`src/design/gtaf_pkg.sv`:
```
// shared types and constants of the greedy tour arc filter
`timescale 1ns / 1ps

package gtaf_pkg;

  localparam int NODE_W   = 6;
  localparam int WEIGHT_W = 32;
  localparam int COUNT_W  = 7;
  localparam int LEN_W    = 48;
  localparam int REG_IDX_W = 1;

  localparam logic [COUNT_W-1:0] NODE_COUNT_RESET = 7'd64;
  localparam logic [LEN_W-1:0]   LEN_MAX          = {LEN_W{1'b1}};

  localparam logic CMD_CLEAR = 1'b0;
  localparam logic CMD_OFFER = 1'b1;

  localparam logic [REG_IDX_W-1:0] REG_NODE_COUNT = 1'b0;

  typedef struct packed {
    logic                command;
    logic [NODE_W-1:0]   arc_source;
    logic [NODE_W-1:0]   arc_target;
    logic [WEIGHT_W-1:0] arc_weight;
  } gtaf_in_t;

  typedef struct packed {
    logic               accepted;
    logic [COUNT_W-1:0] chosen_count;
    logic [LEN_W-1:0]   tour_length;
    logic [NODE_W-1:0]  tour_start;
  } gtaf_out_t;

  typedef struct packed {
    logic              wr_en;
    logic [NODE_W-1:0] wr_addr;
    logic [NODE_W-1:0] wr_data;
    logic              rd_en;
    logic [NODE_W-1:0] rd_addr;
  } gtaf_mem_req_t;

endpackage

```
`src/design/gtaf_succ_mem.sv`:
```
// successor pointer memory, one write and one registered read port
`timescale 1ns / 1ps

module gtaf_succ_mem #(
  parameter int DEPTH = 64
) (
  input  logic                          clk,
  input  gtaf_pkg::gtaf_mem_req_t       req,
  output logic [gtaf_pkg::NODE_W-1:0]   rd_data
);

  localparam int SLOT_W = (DEPTH > 1) ? $clog2(DEPTH) : 1;

  logic [gtaf_pkg::NODE_W-1:0] mem [DEPTH];
  logic [gtaf_pkg::NODE_W-1:0] rd_data_r;

  always_ff @(posedge clk) begin
    if (req.wr_en) begin
      mem[req.wr_addr[SLOT_W-1:0]] <= req.wr_data;
    end
    if (req.rd_en) begin
      rd_data_r <= mem[req.rd_addr[SLOT_W-1:0]];
    end
  end

  assign rd_data = rd_data_r;

endmodule

```
`src/design/gtaf_regs.sv`:
```
// configuration register block with node count
`timescale 1ns / 1ps

module gtaf_regs (
  input  logic                         clk,
  input  logic                         rst_n,
  input  logic                         psel,
  input  logic                         penable,
  input  logic                         pwrite,
  input  logic [2:0]                   paddr,
  input  logic [31:0]                  pwdata,
  output logic [31:0]                  prdata,
  output logic                         pready,
  output logic [gtaf_pkg::COUNT_W-1:0] node_count
);

  logic [gtaf_pkg::COUNT_W-1:0] node_count_r;
  logic [gtaf_pkg::COUNT_W-1:0] node_count_nxt;
  logic                         hit_node_count;

  assign hit_node_count = (paddr[2] == gtaf_pkg::REG_NODE_COUNT);

  always_comb begin
    node_count_nxt = node_count_r;
    if (psel && penable && pwrite && pready && hit_node_count) begin
      node_count_nxt = pwdata[gtaf_pkg::COUNT_W-1:0];
    end
  end

  always_ff @(posedge clk) begin
    if (!rst_n) begin
      node_count_r <= gtaf_pkg::NODE_COUNT_RESET;
    end else begin
      node_count_r <= node_count_nxt;
    end
  end

  assign pready     = 1'b1;
  assign prdata     = hit_node_count ? {{(32 - gtaf_pkg::COUNT_W){1'b0}}, node_count_r} : 32'd0;
  assign node_count = node_count_r;

endmodule

```
`src/design/gtaf_tour_fsm.sv`:
```
// arc check sequencer: marks, subtour walk over successor memory, tour totals
`timescale 1ns / 1ps

module gtaf_tour_fsm #(
  parameter int MAX_NODES  = 64,
  parameter int NODE_SLOTS = 64
) (
  input  logic                          clk,
  input  logic                          rst_n,
  input  logic [gtaf_pkg::COUNT_W-1:0]  node_count,
  input  logic                          in_valid,
  output logic                          in_ready,
  input  gtaf_pkg::gtaf_in_t            in_data,
  output logic                          out_valid,
  input  logic                          out_ready,
  output gtaf_pkg::gtaf_out_t           out_data,
  output gtaf_pkg::gtaf_mem_req_t       mem_req,
  input  logic [gtaf_pkg::NODE_W-1:0]   mem_rd_data
);

  localparam int SLOT_W = (NODE_SLOTS > 1) ? $clog2(NODE_SLOTS) : 1;
  localparam int STEP_W = $clog2(MAX_NODES + 1);
  localparam int CNT_W  = (STEP_W > gtaf_pkg::COUNT_W) ? STEP_W : gtaf_pkg::COUNT_W;
  localparam int NW     = gtaf_pkg::NODE_W;

  typedef enum logic [1:0] {
    ST_IDLE,
    ST_CHECK,
    ST_WALK,
    ST_DONE
  } state_t;

  state_t                       state_r, state_nxt;
  logic                         cmd_r, cmd_nxt;
  logic [NW-1:0]                src_r, src_nxt;
  logic [NW-1:0]                tgt_r, tgt_nxt;
  logic [gtaf_pkg::WEIGHT_W-1:0] w_r, w_nxt;
  logic [STEP_W-1:0]            steps_r, steps_nxt;
  logic [NODE_SLOTS-1:0]        has_succ_r, has_succ_nxt;
  logic [NODE_SLOTS-1:0]        has_pred_r, has_pred_nxt;
  logic [gtaf_pkg::COUNT_W-1:0] chosen_r, chosen_nxt;
  logic [gtaf_pkg::LEN_W-1:0]   len_r, len_nxt;
  logic                         start_valid_r, start_valid_nxt;
  logic [NW-1:0]                start_r, start_nxt;
  logic                         res_acc_r, res_acc_nxt;
  logic                         out_valid_r, out_valid_nxt;
  gtaf_pkg::gtaf_out_t          out_data_r, out_data_nxt;

  logic [CNT_W-1:0]             nc_ext;
  logic [CNT_W-1:0]             eff_n;
  logic                         range_ok;
  logic                         marks_ok;
  logic                         need_walk;
  logic                         do_commit;
  logic                         do_clear;
  logic                         out_free;
  logic [STEP_W-1:0]            step_inc;
  logic [gtaf_pkg::LEN_W:0]     len_sum;

  assign in_ready = (state_r == ST_IDLE);
  assign out_free = !out_valid_r || out_ready;

  assign nc_ext = CNT_W'(node_count);
  always_comb begin
    if (nc_ext < CNT_W'(2)) begin
      eff_n = CNT_W'(2);
    end else if (nc_ext > CNT_W'(MAX_NODES)) begin
      eff_n = CNT_W'(MAX_NODES);
    end else begin
      eff_n = nc_ext;
    end
  end

  assign range_ok  = (CNT_W'(src_r) < eff_n) && (CNT_W'(tgt_r) < eff_n) && (src_r != tgt_r);
  assign marks_ok  = range_ok && !has_succ_r[src_r[SLOT_W-1:0]]
                     && !has_pred_r[tgt_r[SLOT_W-1:0]];
  assign need_walk = (CNT_W'(chosen_r) < (eff_n - CNT_W'(1)));
  assign step_inc  = steps_r + STEP_W'(1);
  assign len_sum   = {1'b0, len_r} + (gtaf_pkg::LEN_W + 1)'(w_r);

  always_comb begin
    state_nxt       = state_r;
    cmd_nxt         = cmd_r;
    src_nxt         = src_r;
    tgt_nxt         = tgt_r;
    w_nxt           = w_r;
    steps_nxt       = steps_r;
    has_succ_nxt    = has_succ_r;
    has_pred_nxt    = has_pred_r;
    chosen_nxt      = chosen_r;
    len_nxt         = len_r;
    start_valid_nxt = start_valid_r;
    start_nxt       = start_r;
    res_acc_nxt     = res_acc_r;
    out_valid_nxt   = out_valid_r && !out_ready;
    out_data_nxt    = out_data_r;
    mem_req         = '0;
    do_commit       = 1'b0;
    do_clear        = 1'b0;

    case (state_r)
      ST_IDLE: begin
        if (in_valid) begin
          cmd_nxt   = in_data.command;
          src_nxt   = in_data.arc_source;
          tgt_nxt   = in_data.arc_target;
          w_nxt     = in_data.arc_weight;
          state_nxt = ST_CHECK;
        end
      end
      ST_CHECK: begin
        if (cmd_r == gtaf_pkg::CMD_CLEAR) begin
          do_clear    = 1'b1;
          res_acc_nxt = 1'b0;
          state_nxt   = ST_DONE;
        end else if (!marks_ok) begin
          res_acc_nxt = 1'b0;
          state_nxt   = ST_DONE;
        end else if (!need_walk || !has_succ_r[tgt_r[SLOT_W-1:0]]) begin
          do_commit   = 1'b1;
          res_acc_nxt = 1'b1;
          state_nxt   = ST_DONE;
        end else begin
          mem_req.rd_en   = 1'b1;
          mem_req.rd_addr = tgt_r;
          steps_nxt       = '0;
          state_nxt       = ST_WALK;
        end
      end
      ST_WALK: begin
        if (mem_rd_data == src_r) begin
          res_acc_nxt = 1'b0;
          state_nxt   = ST_DONE;
        end else if (step_inc == STEP_W'(MAX_NODES)
                     || !has_succ_r[mem_rd_data[SLOT_W-1:0]]) begin
          do_commit   = 1'b1;
          res_acc_nxt = 1'b1;
          state_nxt   = ST_DONE;
        end else begin
          mem_req.rd_en   = 1'b1;
          mem_req.rd_addr = mem_rd_data;
          steps_nxt       = step_inc;
        end
      end
      ST_DONE: begin
        if (out_free) begin
          out_valid_nxt             = 1'b1;
          out_data_nxt.accepted     = res_acc_r;
          out_data_nxt.chosen_count = chosen_r;
          out_data_nxt.tour_length  = len_r;
          out_data_nxt.tour_start   = start_valid_r ? start_r : '0;
          state_nxt                 = ST_IDLE;
        end
      end
      default: begin
        state_nxt = ST_IDLE;
      end
    endcase

    if (do_clear) begin
      has_succ_nxt    = '0;
      has_pred_nxt    = '0;
      chosen_nxt      = '0;
      len_nxt         = '0;
      start_valid_nxt = 1'b0;
    end

    if (do_commit) begin
      has_succ_nxt[src_r[SLOT_W-1:0]] = 1'b1;
      has_pred_nxt[tgt_r[SLOT_W-1:0]] = 1'b1;
      chosen_nxt      = chosen_r + gtaf_pkg::COUNT_W'(1);
      len_nxt         = len_sum[gtaf_pkg::LEN_W] ? gtaf_pkg::LEN_MAX
                                                 : len_sum[gtaf_pkg::LEN_W-1:0];
      mem_req.wr_en   = 1'b1;
      mem_req.wr_addr = src_r;
      mem_req.wr_data = tgt_r;
      if (!start_valid_r) begin
        start_valid_nxt = 1'b1;
        start_nxt       = src_r;
      end
    end
  end

  always_ff @(posedge clk) begin
    if (!rst_n) begin
      state_r       <= ST_IDLE;
      has_succ_r    <= '0;
      has_pred_r    <= '0;
      chosen_r      <= '0;
      len_r         <= '0;
      start_valid_r <= 1'b0;
      out_valid_r   <= 1'b0;
    end else begin
      state_r       <= state_nxt;
      has_succ_r    <= has_succ_nxt;
      has_pred_r    <= has_pred_nxt;
      chosen_r      <= chosen_nxt;
      len_r         <= len_nxt;
      start_valid_r <= start_valid_nxt;
      out_valid_r   <= out_valid_nxt;
    end
    cmd_r      <= cmd_nxt;
    src_r      <= src_nxt;
    tgt_r      <= tgt_nxt;
    w_r        <= w_nxt;
    steps_r    <= steps_nxt;
    start_r    <= start_nxt;
    res_acc_r  <= res_acc_nxt;
    out_data_r <= out_data_nxt;
  end

  assign out_valid = out_valid_r;
  assign out_data  = out_data_r;

endmodule

```
`src/design/greedy_tour_arc_filter_core.sv`:
```
// top level of the greedy tour arc filter
//
//   channel  direction  handshake                    word
//   in       input      in_valid / in_ready          gtaf_in_t
//   out      output     out_valid / out_ready        gtaf_out_t
//   cfg      input      psel penable pwrite pready   pwdata / prdata
//
// a word passes ST_IDLE, ST_CHECK and ST_DONE, with ST_WALK in between for the subtour walk,
// at most MAX_NODES successor reads, made one at a time through the single read port of the successor memory
// reset clears marks, count, length and start at once; node_count resets to 64
// a finished word waits in the output register while out_ready is low;
// a new input word is taken once the previous one has reached that register
`timescale 1ns / 1ps

module greedy_tour_arc_filter_core #(
  parameter int MAX_NODES = 64
) (
  input  logic                clk,
  input  logic                rst_n,
  input  logic                in_valid,
  output logic                in_ready,
  input  gtaf_pkg::gtaf_in_t  in_data,
  output logic                out_valid,
  input  logic                out_ready,
  output gtaf_pkg::gtaf_out_t out_data,
  input  logic                psel,
  input  logic                penable,
  input  logic                pwrite,
  input  logic [2:0]          paddr,
  input  logic [31:0]         pwdata,
  output logic [31:0]         prdata,
  output logic                pready
);

  localparam int NODE_SLOTS = (MAX_NODES < (1 << gtaf_pkg::NODE_W)) ? MAX_NODES
                                                                    : (1 << gtaf_pkg::NODE_W);

  logic [gtaf_pkg::COUNT_W-1:0] node_count;
  gtaf_pkg::gtaf_mem_req_t      mem_req;
  logic [gtaf_pkg::NODE_W-1:0]  mem_rd_data;

  gtaf_regs u_regs (
    .clk        (clk),
    .rst_n      (rst_n),
    .psel       (psel),
    .penable    (penable),
    .pwrite     (pwrite),
    .paddr      (paddr),
    .pwdata     (pwdata),
    .prdata     (prdata),
    .pready     (pready),
    .node_count (node_count)
  );

  gtaf_succ_mem #(
    .DEPTH (NODE_SLOTS)
  ) u_succ_mem (
    .clk     (clk),
    .req     (mem_req),
    .rd_data (mem_rd_data)
  );

  gtaf_tour_fsm #(
    .MAX_NODES  (MAX_NODES),
    .NODE_SLOTS (NODE_SLOTS)
  ) u_tour_fsm (
    .clk         (clk),
    .rst_n       (rst_n),
    .node_count  (node_count),
    .in_valid    (in_valid),
    .in_ready    (in_ready),
    .in_data     (in_data),
    .out_valid   (out_valid),
    .out_ready   (out_ready),
    .out_data    (out_data),
    .mem_req     (mem_req),
    .mem_rd_data (mem_rd_data)
  );

`ifndef SYNTHESIS
  a_one_in_flight: assert property (@(posedge clk) disable iff (!rst_n)
    in_valid && in_ready |=> !in_ready)
    else $error("input taken while a word is in flight");

  a_accept_counts: assert property (@(posedge clk) disable iff (!rst_n)
    out_valid && out_data.accepted |-> out_data.chosen_count != '0)
    else $error("accepted arc with zero chosen count");

  a_empty_tour: assert property (@(posedge clk) disable iff (!rst_n)
    out_valid && out_data.chosen_count == '0
      |-> out_data.tour_length == '0 && out_data.tour_start == '0)
    else $error("empty tour with nonzero length or start");
`endif

endmodule
```
`config.mk`:
```
export PLATFORM = sky130hd
export DESIGN_NAME = greedy_tour_arc_filter_core
export DESIGN_NICKNAME = d
export VERILOG_FILES = /design/src/design/gtaf_pkg.sv /design/src/design/gtaf_succ_mem.sv /design/src/design/gtaf_regs.sv /design/src/design/gtaf_tour_fsm.sv /design/src/design/greedy_tour_arc_filter_core.sv
export SDC_FILE = /design/constraint.sdc
export NUM_CORES = 1
export LEC_CHECK = 0
export BUFFER_PORTS_ARGS = -buffer_cell sky130_fd_sc_hd__buf_4
export CAP_MARGIN = 20
export CORE_MARGIN = 2
export CORE_UTILIZATION = 50
export DETAILED_ROUTE_END_ITERATION = 10
export PLACE_DENSITY = 0.67
export SKIP_CTS_REPAIR_TIMING = 1
export SYNTH_ARGS = -nofsm -noshare
export SYNTH_HDL_FRONTEND = slang
export SYNTH_HIERARCHICAL = 1
export SYNTH_SLANG_ARGS = --single-unit
```
`constraint.sdc`:
```
create_clock -name clk -period 7.1 [get_ports clk]
set_input_delay 1.42 -clock clk [delete_from_list [all_inputs] [get_ports clk]]
set_output_delay 1.42 -clock clk [all_outputs]
set_load 0.005 [all_outputs]
```
Word-level counts from Yosys, hierarchy flattened
Memory sizes are Yosys's and may differ from the RTL's. A register that Yosys moved wholly into a read port is not among the register bits.
Cells that the tools add are included.
- register bits: 315
- bits in writable memories: 384
- input port bits: 87
- output and inout port bits: 97
- logic and storage cells: 148
- memories kept: 1
- memories (memory ; depth ; width ; read ports ; clocked after Yosys merged registers in ; write ports ; RTL line ; text):
    u_succ_mem.mem ; 64 ; 6 ; 1 ; 1 ; 1 ; gtaf_succ_mem.sv:14 ; logic [gtaf_pkg::NODE_W-1:0] mem [DEPTH];
- $add $sub $neg: 4
- order comparisons: 10
- equal/unequal tests: 15
- mux-type cells: 66
- bitwise operators: 4
- reductions and logical operators: 29
- operators with widths (kind ; number):
    $mux W64 ; 4
    $mux W48 ; 3
    $or A64 B64 Y64 ; 2
    $mux W7 ; 15
    $add A48 B32 Y49 ; 1
    $pmux W7 S2 ; 2
    $mux W1 ; 26
    $bmux W1 S6 ; 4
    $lt A6 B7 Y1 const B ; 3
    $add A7 B1 Y7 const B ; 2
    $lt A6 B7 Y1 ; 2
    $mux W13 ; 1
    $demux W1 S6 ; 2
    $ge A6 B1 Y1 const B ; 2
    $mux W2 ; 6
    $logic_and A1 B1 Y1 ; 10
    $ne A2 B2 Y1 const B ; 4
    $pmux W2 S4 ; 1
    $eq A7 B7 Y1 const B ; 1
    $gt A7 B7 Y1 const B ; 1
    $logic_not A1 Y1 ; 7
    $lt A7 B2 Y1 const B ; 1
    $lt A7 B7 Y1 ; 1
    $sub A7 B1 Y7 const B ; 1
    other kinds (15) ; 26

Longest topological paths before layout
- depth after elaboration: 14
- mapped depth: 21
- gate-level depth less buffers: 19

Hierarchy
The synthesis kept the hierarchy.
- modules (own cells, without submodules) (module ; instances ; cells an instance ; area each (um2) ; seq. area each (um2)):
    gtaf_tour_fsm ; 1 ; 1574 ; 16106.7 ; 7377.1
    gtaf_succ_mem ; 1 ; 720 ; 15285.9 ; 11711.2
    gtaf_regs ; 1 ; 66 ; 556.8 ; 140.1

Worst setup path before layout
No wires, ideal clock.
- kind: flip-flop to flip-flop
- start point: reg u_regs.node_count_r (netlist bit u_regs/node_count[2])
- end point: reg u_succ_mem.rd_data_r (netlist bit u_succ_mem/rd_data[0]), read port of u_succ_mem.mem, data pin
- library setup time: 0.257 ns
- arrival: 4.694 ns
- data required time: 6.843 ns
- path slack: 2.149 ns
- stages on the path, launching flop included: 21
- path buffers: 3
- clock period less this slack: 4.951 ns
- cells stage by stage: dfxtp_1 -> or4_1 -> o21ai_2 -> ha_1 -> nand2_1 -> mux2_2 -> ha_1 -> and4_1 -> a221oi_1 -> and4_1 -> nand4_2 -> nor3_4 -> a22oi_1 -> nor2b_1 -> buf_6 -> buf_6 -> buf_4 -> mux4_2 -> o22ai_1 -> o21ai_1 -> a32o_1
- RTL lines (item ; RTL line ; text):
    from (decl) ; gtaf_regs.sv:17 ; logic [gtaf_pkg::COUNT_W-1:0] node_count_r;
    from (signal assigned) ; gtaf_regs.sv:32 ; node_count_r <= gtaf_pkg::NODE_COUNT_RESET;
    from (signal assigned) ; gtaf_regs.sv:34 ; node_count_r <= node_count_nxt;
    to (decl) ; gtaf_succ_mem.sv:15 ; logic [gtaf_pkg::NODE_W-1:0] rd_data_r;

==> results.sh <==
export IMPL_rsz0062_at_grt="false"
export IMPL_avgViaCountPerCell=6.22
export IMPL_crit_end="u_succ_mem/rd_data[5]"
export IMPL_setup_tns_ns=0
export IMPL_cts_buffers=76
export IMPL_min_period_ns=6.22
export IMPL_path_max_fanout=52
export IMPL_drcViolationCount=0
export IMPL_rrSetupSlack_ns=0.88
export IMPL_syn_instance_count=2360
export IMPL_coreArea_um2=63100
export IMPL_io_buffers=130
export IMPL_critPathLaunch="u_tour_fsm/src_r[2]"
export IMPL_r2r_start="u_tour_fsm/src_r[2]"
export IMPL_cts_root_buffer="clkbuf_16"
export IMPL_cts_tree="built"
export IMPL_io_pins=184
export IMPL_yosys_top_cells_area="edfxtp_1 48%, dfxtp_1 12%, mux4_2 8.5%, ha_1 2.1%, nor2_1 2.0%"
export IMPL_status="completed"
export IMPL_avgSynthCellArea_um2=13.5
export IMPL_num_vias=20947
export IMPL_start_kind="flop"
export IMPL_initial_utilization_pct=50.6
export IMPL_syn_area_um2=31900
export IMPL_skew_ns=0.0211
export IMPL_cts_num_sinks=705
export IMPL_tightestPinTransition_ns=1.10
export IMPL_synthArstFlopShare_pct=0
export IMPL_grt_first_pass_wirelength_mm=122
export IMPL_final_layout_size_suffix_gt1_share_pct=19.6
export IMPL_hold_worst_slack_ns=0.452
export IMPL_wl_per_cell_um=23.7
export IMPL_area_growth_pct=12.8
export IMPL_synth_top_area_share_pct=48.0
export IMPL_cts_buffer_depth=3
export IMPL_setup_violations=0
export IMPL_ys_types=95
export IMPL_hpwl_mm=50.6
export IMPL_die_y_um=257
export IMPL_required_ns=7.47
export IMPL_hold_path_class="flop to flop"
export IMPL_grt_antenna_before_repair=0
export IMPL_critPathArrivalTime_ns=6.59
export IMPL_critPathCaptureType="flop"
export IMPL_finalWeightedCongestion=0.915
export IMPL_ant_nets=0
export IMPL_diodes=0
export IMPL_drtIter0Drc=2488
export IMPL_powerDensity_nw_per_um2=312
export IMPL_grt_max_degree=98
export IMPL_ys_seq_area_share_pct=60.2
export IMPL_grt_pass1_vias=20586
export IMPL_yosys_top_cells_count="511 x edfxtp_1, 194 x dfxtp_1, 171 x nor2_1"
export IMPL_overflow=0
export IMPL_die_width_um=257
export IMPL_worstSetupPathType="flop to flop"
export IMPL_die_area_um2=65900
export IMPL_slew_violations=0
export IMPL_ys_warnings_count=6
export IMPL_clk_latency_ns=0.62
export IMPL_worstHoldStart="u_tour_fsm/has_pred_r[9]"
export IMPL_finalHoldViolCount=0
export IMPL_clock_fmax_ghz=0.161
export IMPL_ff2ff_path_depth=15
export IMPL_firstDrtPassIters=7
export IMPL_final_nets=2603
export IMPL_slew_headroom_pct=26.8
export IMPL_ir_drop_uv=236
export IMPL_fin_crit_sh_pct=87.6
export IMPL_synth_edf_count=511
export IMPL_synth_top_area_cell="edfxtp_1"
export IMPL_clkTransAtPathRegs_ns=0.06
export IMPL_timing_rr_end="u_succ_mem/rd_data[5]"
export IMPL_ys_ff_latch=705
export IMPL_yosysMostFrequentCell="edfxtp_1"
export IMPL_row_count=92
export IMPL_maxCapViolCount=0
export IMPL_synthFlopType="edfxtp_1"
export IMPL_grt_util_all_layers_pct=23.9
export IMPL_wl_mm=79.8
export IMPL_leakagePower_nw=12.6
export IMPL_h_tree_depth=3
## per-stage QoR
step           area [um2]  utilization (%)  total power, mW  cells  setup slack (ns)
6_report            36100             57.2             11.3   3369             0.879
5_1_grt             36100             57.2             11.7   3369             0.623
4_1_cts             36000             57.0             11.3   3363             0.948
3_5_place_dp        33400             53.0             7.25   3224             0.966
3_3_place_gp        33400             53.0             7.19   3224              1.06
2_1_floorplan       32000                -             6.58   2384              2.15
## how the worst min path moves through the flow
stage	slack (ns)	cells past startpoint	to
final	0.45	2	u_tour_fsm/has_pred_r[9]
after detailed placement	0.44	2	u_tour_fsm/has_pred_r[59]
after floorplan	0.40	0	u_tour_fsm/out_data[61]
after global routing	0.47	0	u_tour_fsm/out_data[6]
after global placement	0.43	2	u_tour_fsm/has_pred_r[47]
after CTS	0.45	2	u_tour_fsm/has_pred_r[59]
## critical path, cell delays in order (launching register included)
cell      delay, ns
edfxtp_1       1.01
mux4_1         0.66
nand4_1        0.12
o211ai_1       0.15
nor3_1         0.36
nand4b_1       0.21
or4_1          0.65
nor3_4         0.34
a22oi_1        0.20
nor2b_4        0.19
buf_12         0.36
buf_4          0.41
mux4_2         0.55
o22ai_1        0.31
o21ai_1        0.15
a32o_1         0.25
## power by group
group	internal (mW)	total, mW	switching (mW)
clock network	2.41	4.03	1.61
logic	0.811	2.28	1.47
registers	4.75	4.95	0.202
total	7.98	11.3	3.28
## kinds of logic after synthesis
logic type	after synthesis	synth area share (%)
fa+ha+maj	54	2.14
simple gates	609	9.50
mux	208	11.9
buf+inv	214	3.84
xor+xnor	47	1.29
compound gates	521	11.2
flops	705	60.2
other cells	2	0.0235
## sequential cells by signal, indices dropped and copies added, names as in the netlist, 6 cells and up
name / count
u_tour_fsm/has_pred_r: 64
u_tour_fsm/chosen_r: 7
u_tour_fsm/tgt_r: 6
u_tour_fsm/src_r: 6
u_tour_fsm/len_r: 48
u_succ_mem/mem: 384
u_tour_fsm/out_data: 62
u_tour_fsm/start_r: 6
u_tour_fsm/has_succ_r: 64
u_regs/node_count: 7
u_succ_mem/rd_data: 6
u_tour_fsm/w_r: 32
u_tour_fsm/steps_r: 7
## cell type report
cell class                 count  area, um2
inverter                      38        144
multi-input combinational   1465      11600
sequential                   705      19200
fill                        4997      27000
clock buffer                  95       2050
clock inverter                44        495
tap                          846       1060
timing repair buffer         176       1430
## routing by layer
layer / vias to the layer above / global-route usage (%) / wire (um)
li1: 9372 / - / -
met1: 10461 / 32.8 / 33000
met2: 949 / 38.7 / 38300
met3: 165 / 4.26 / 5990
met4: 0 / 8.25 / 2480
met5: - / 0 / 0
## cell usage in the layout, fill, tap and decap left out, drive strengths merged, types with 9 or more instances in the layout
| cell | n |
|---|---|
| o221ai | 16 |
| a32oi | 49 |
| a31oi | 14 |
| dfxtp | 194 |
| xor2 | 15 |
| edfxtp | 511 |
| inv | 38 |
| nor2 | 172 |
| nor2b | 43 |
| o21ai | 115 |
| mux2 | 29 |
| and3 | 14 |
| and2 | 36 |
| clkinv | 32 |
| o22ai | 27 |
| nand4 | 32 |
| ha | 53 |
| nor3 | 29 |
| a211oi | 51 |
| buf | 175 |
| a21o | 20 |
| conb | 26 |
| a22oi | 21 |
| mux2i | 49 |
| a21oi | 111 |
| mux4 | 130 |
| nand2b | 22 |
| bufinv | 10 |
| nand3 | 44 |
| xnor2 | 32 |
| clkbuf | 96 |
| nand2 | 152 |
| a221oi | 17 |
| nand3b | 10 |
| or3 | 10 |
| o211ai | 9 |
(Power assumes the default switching activity.)
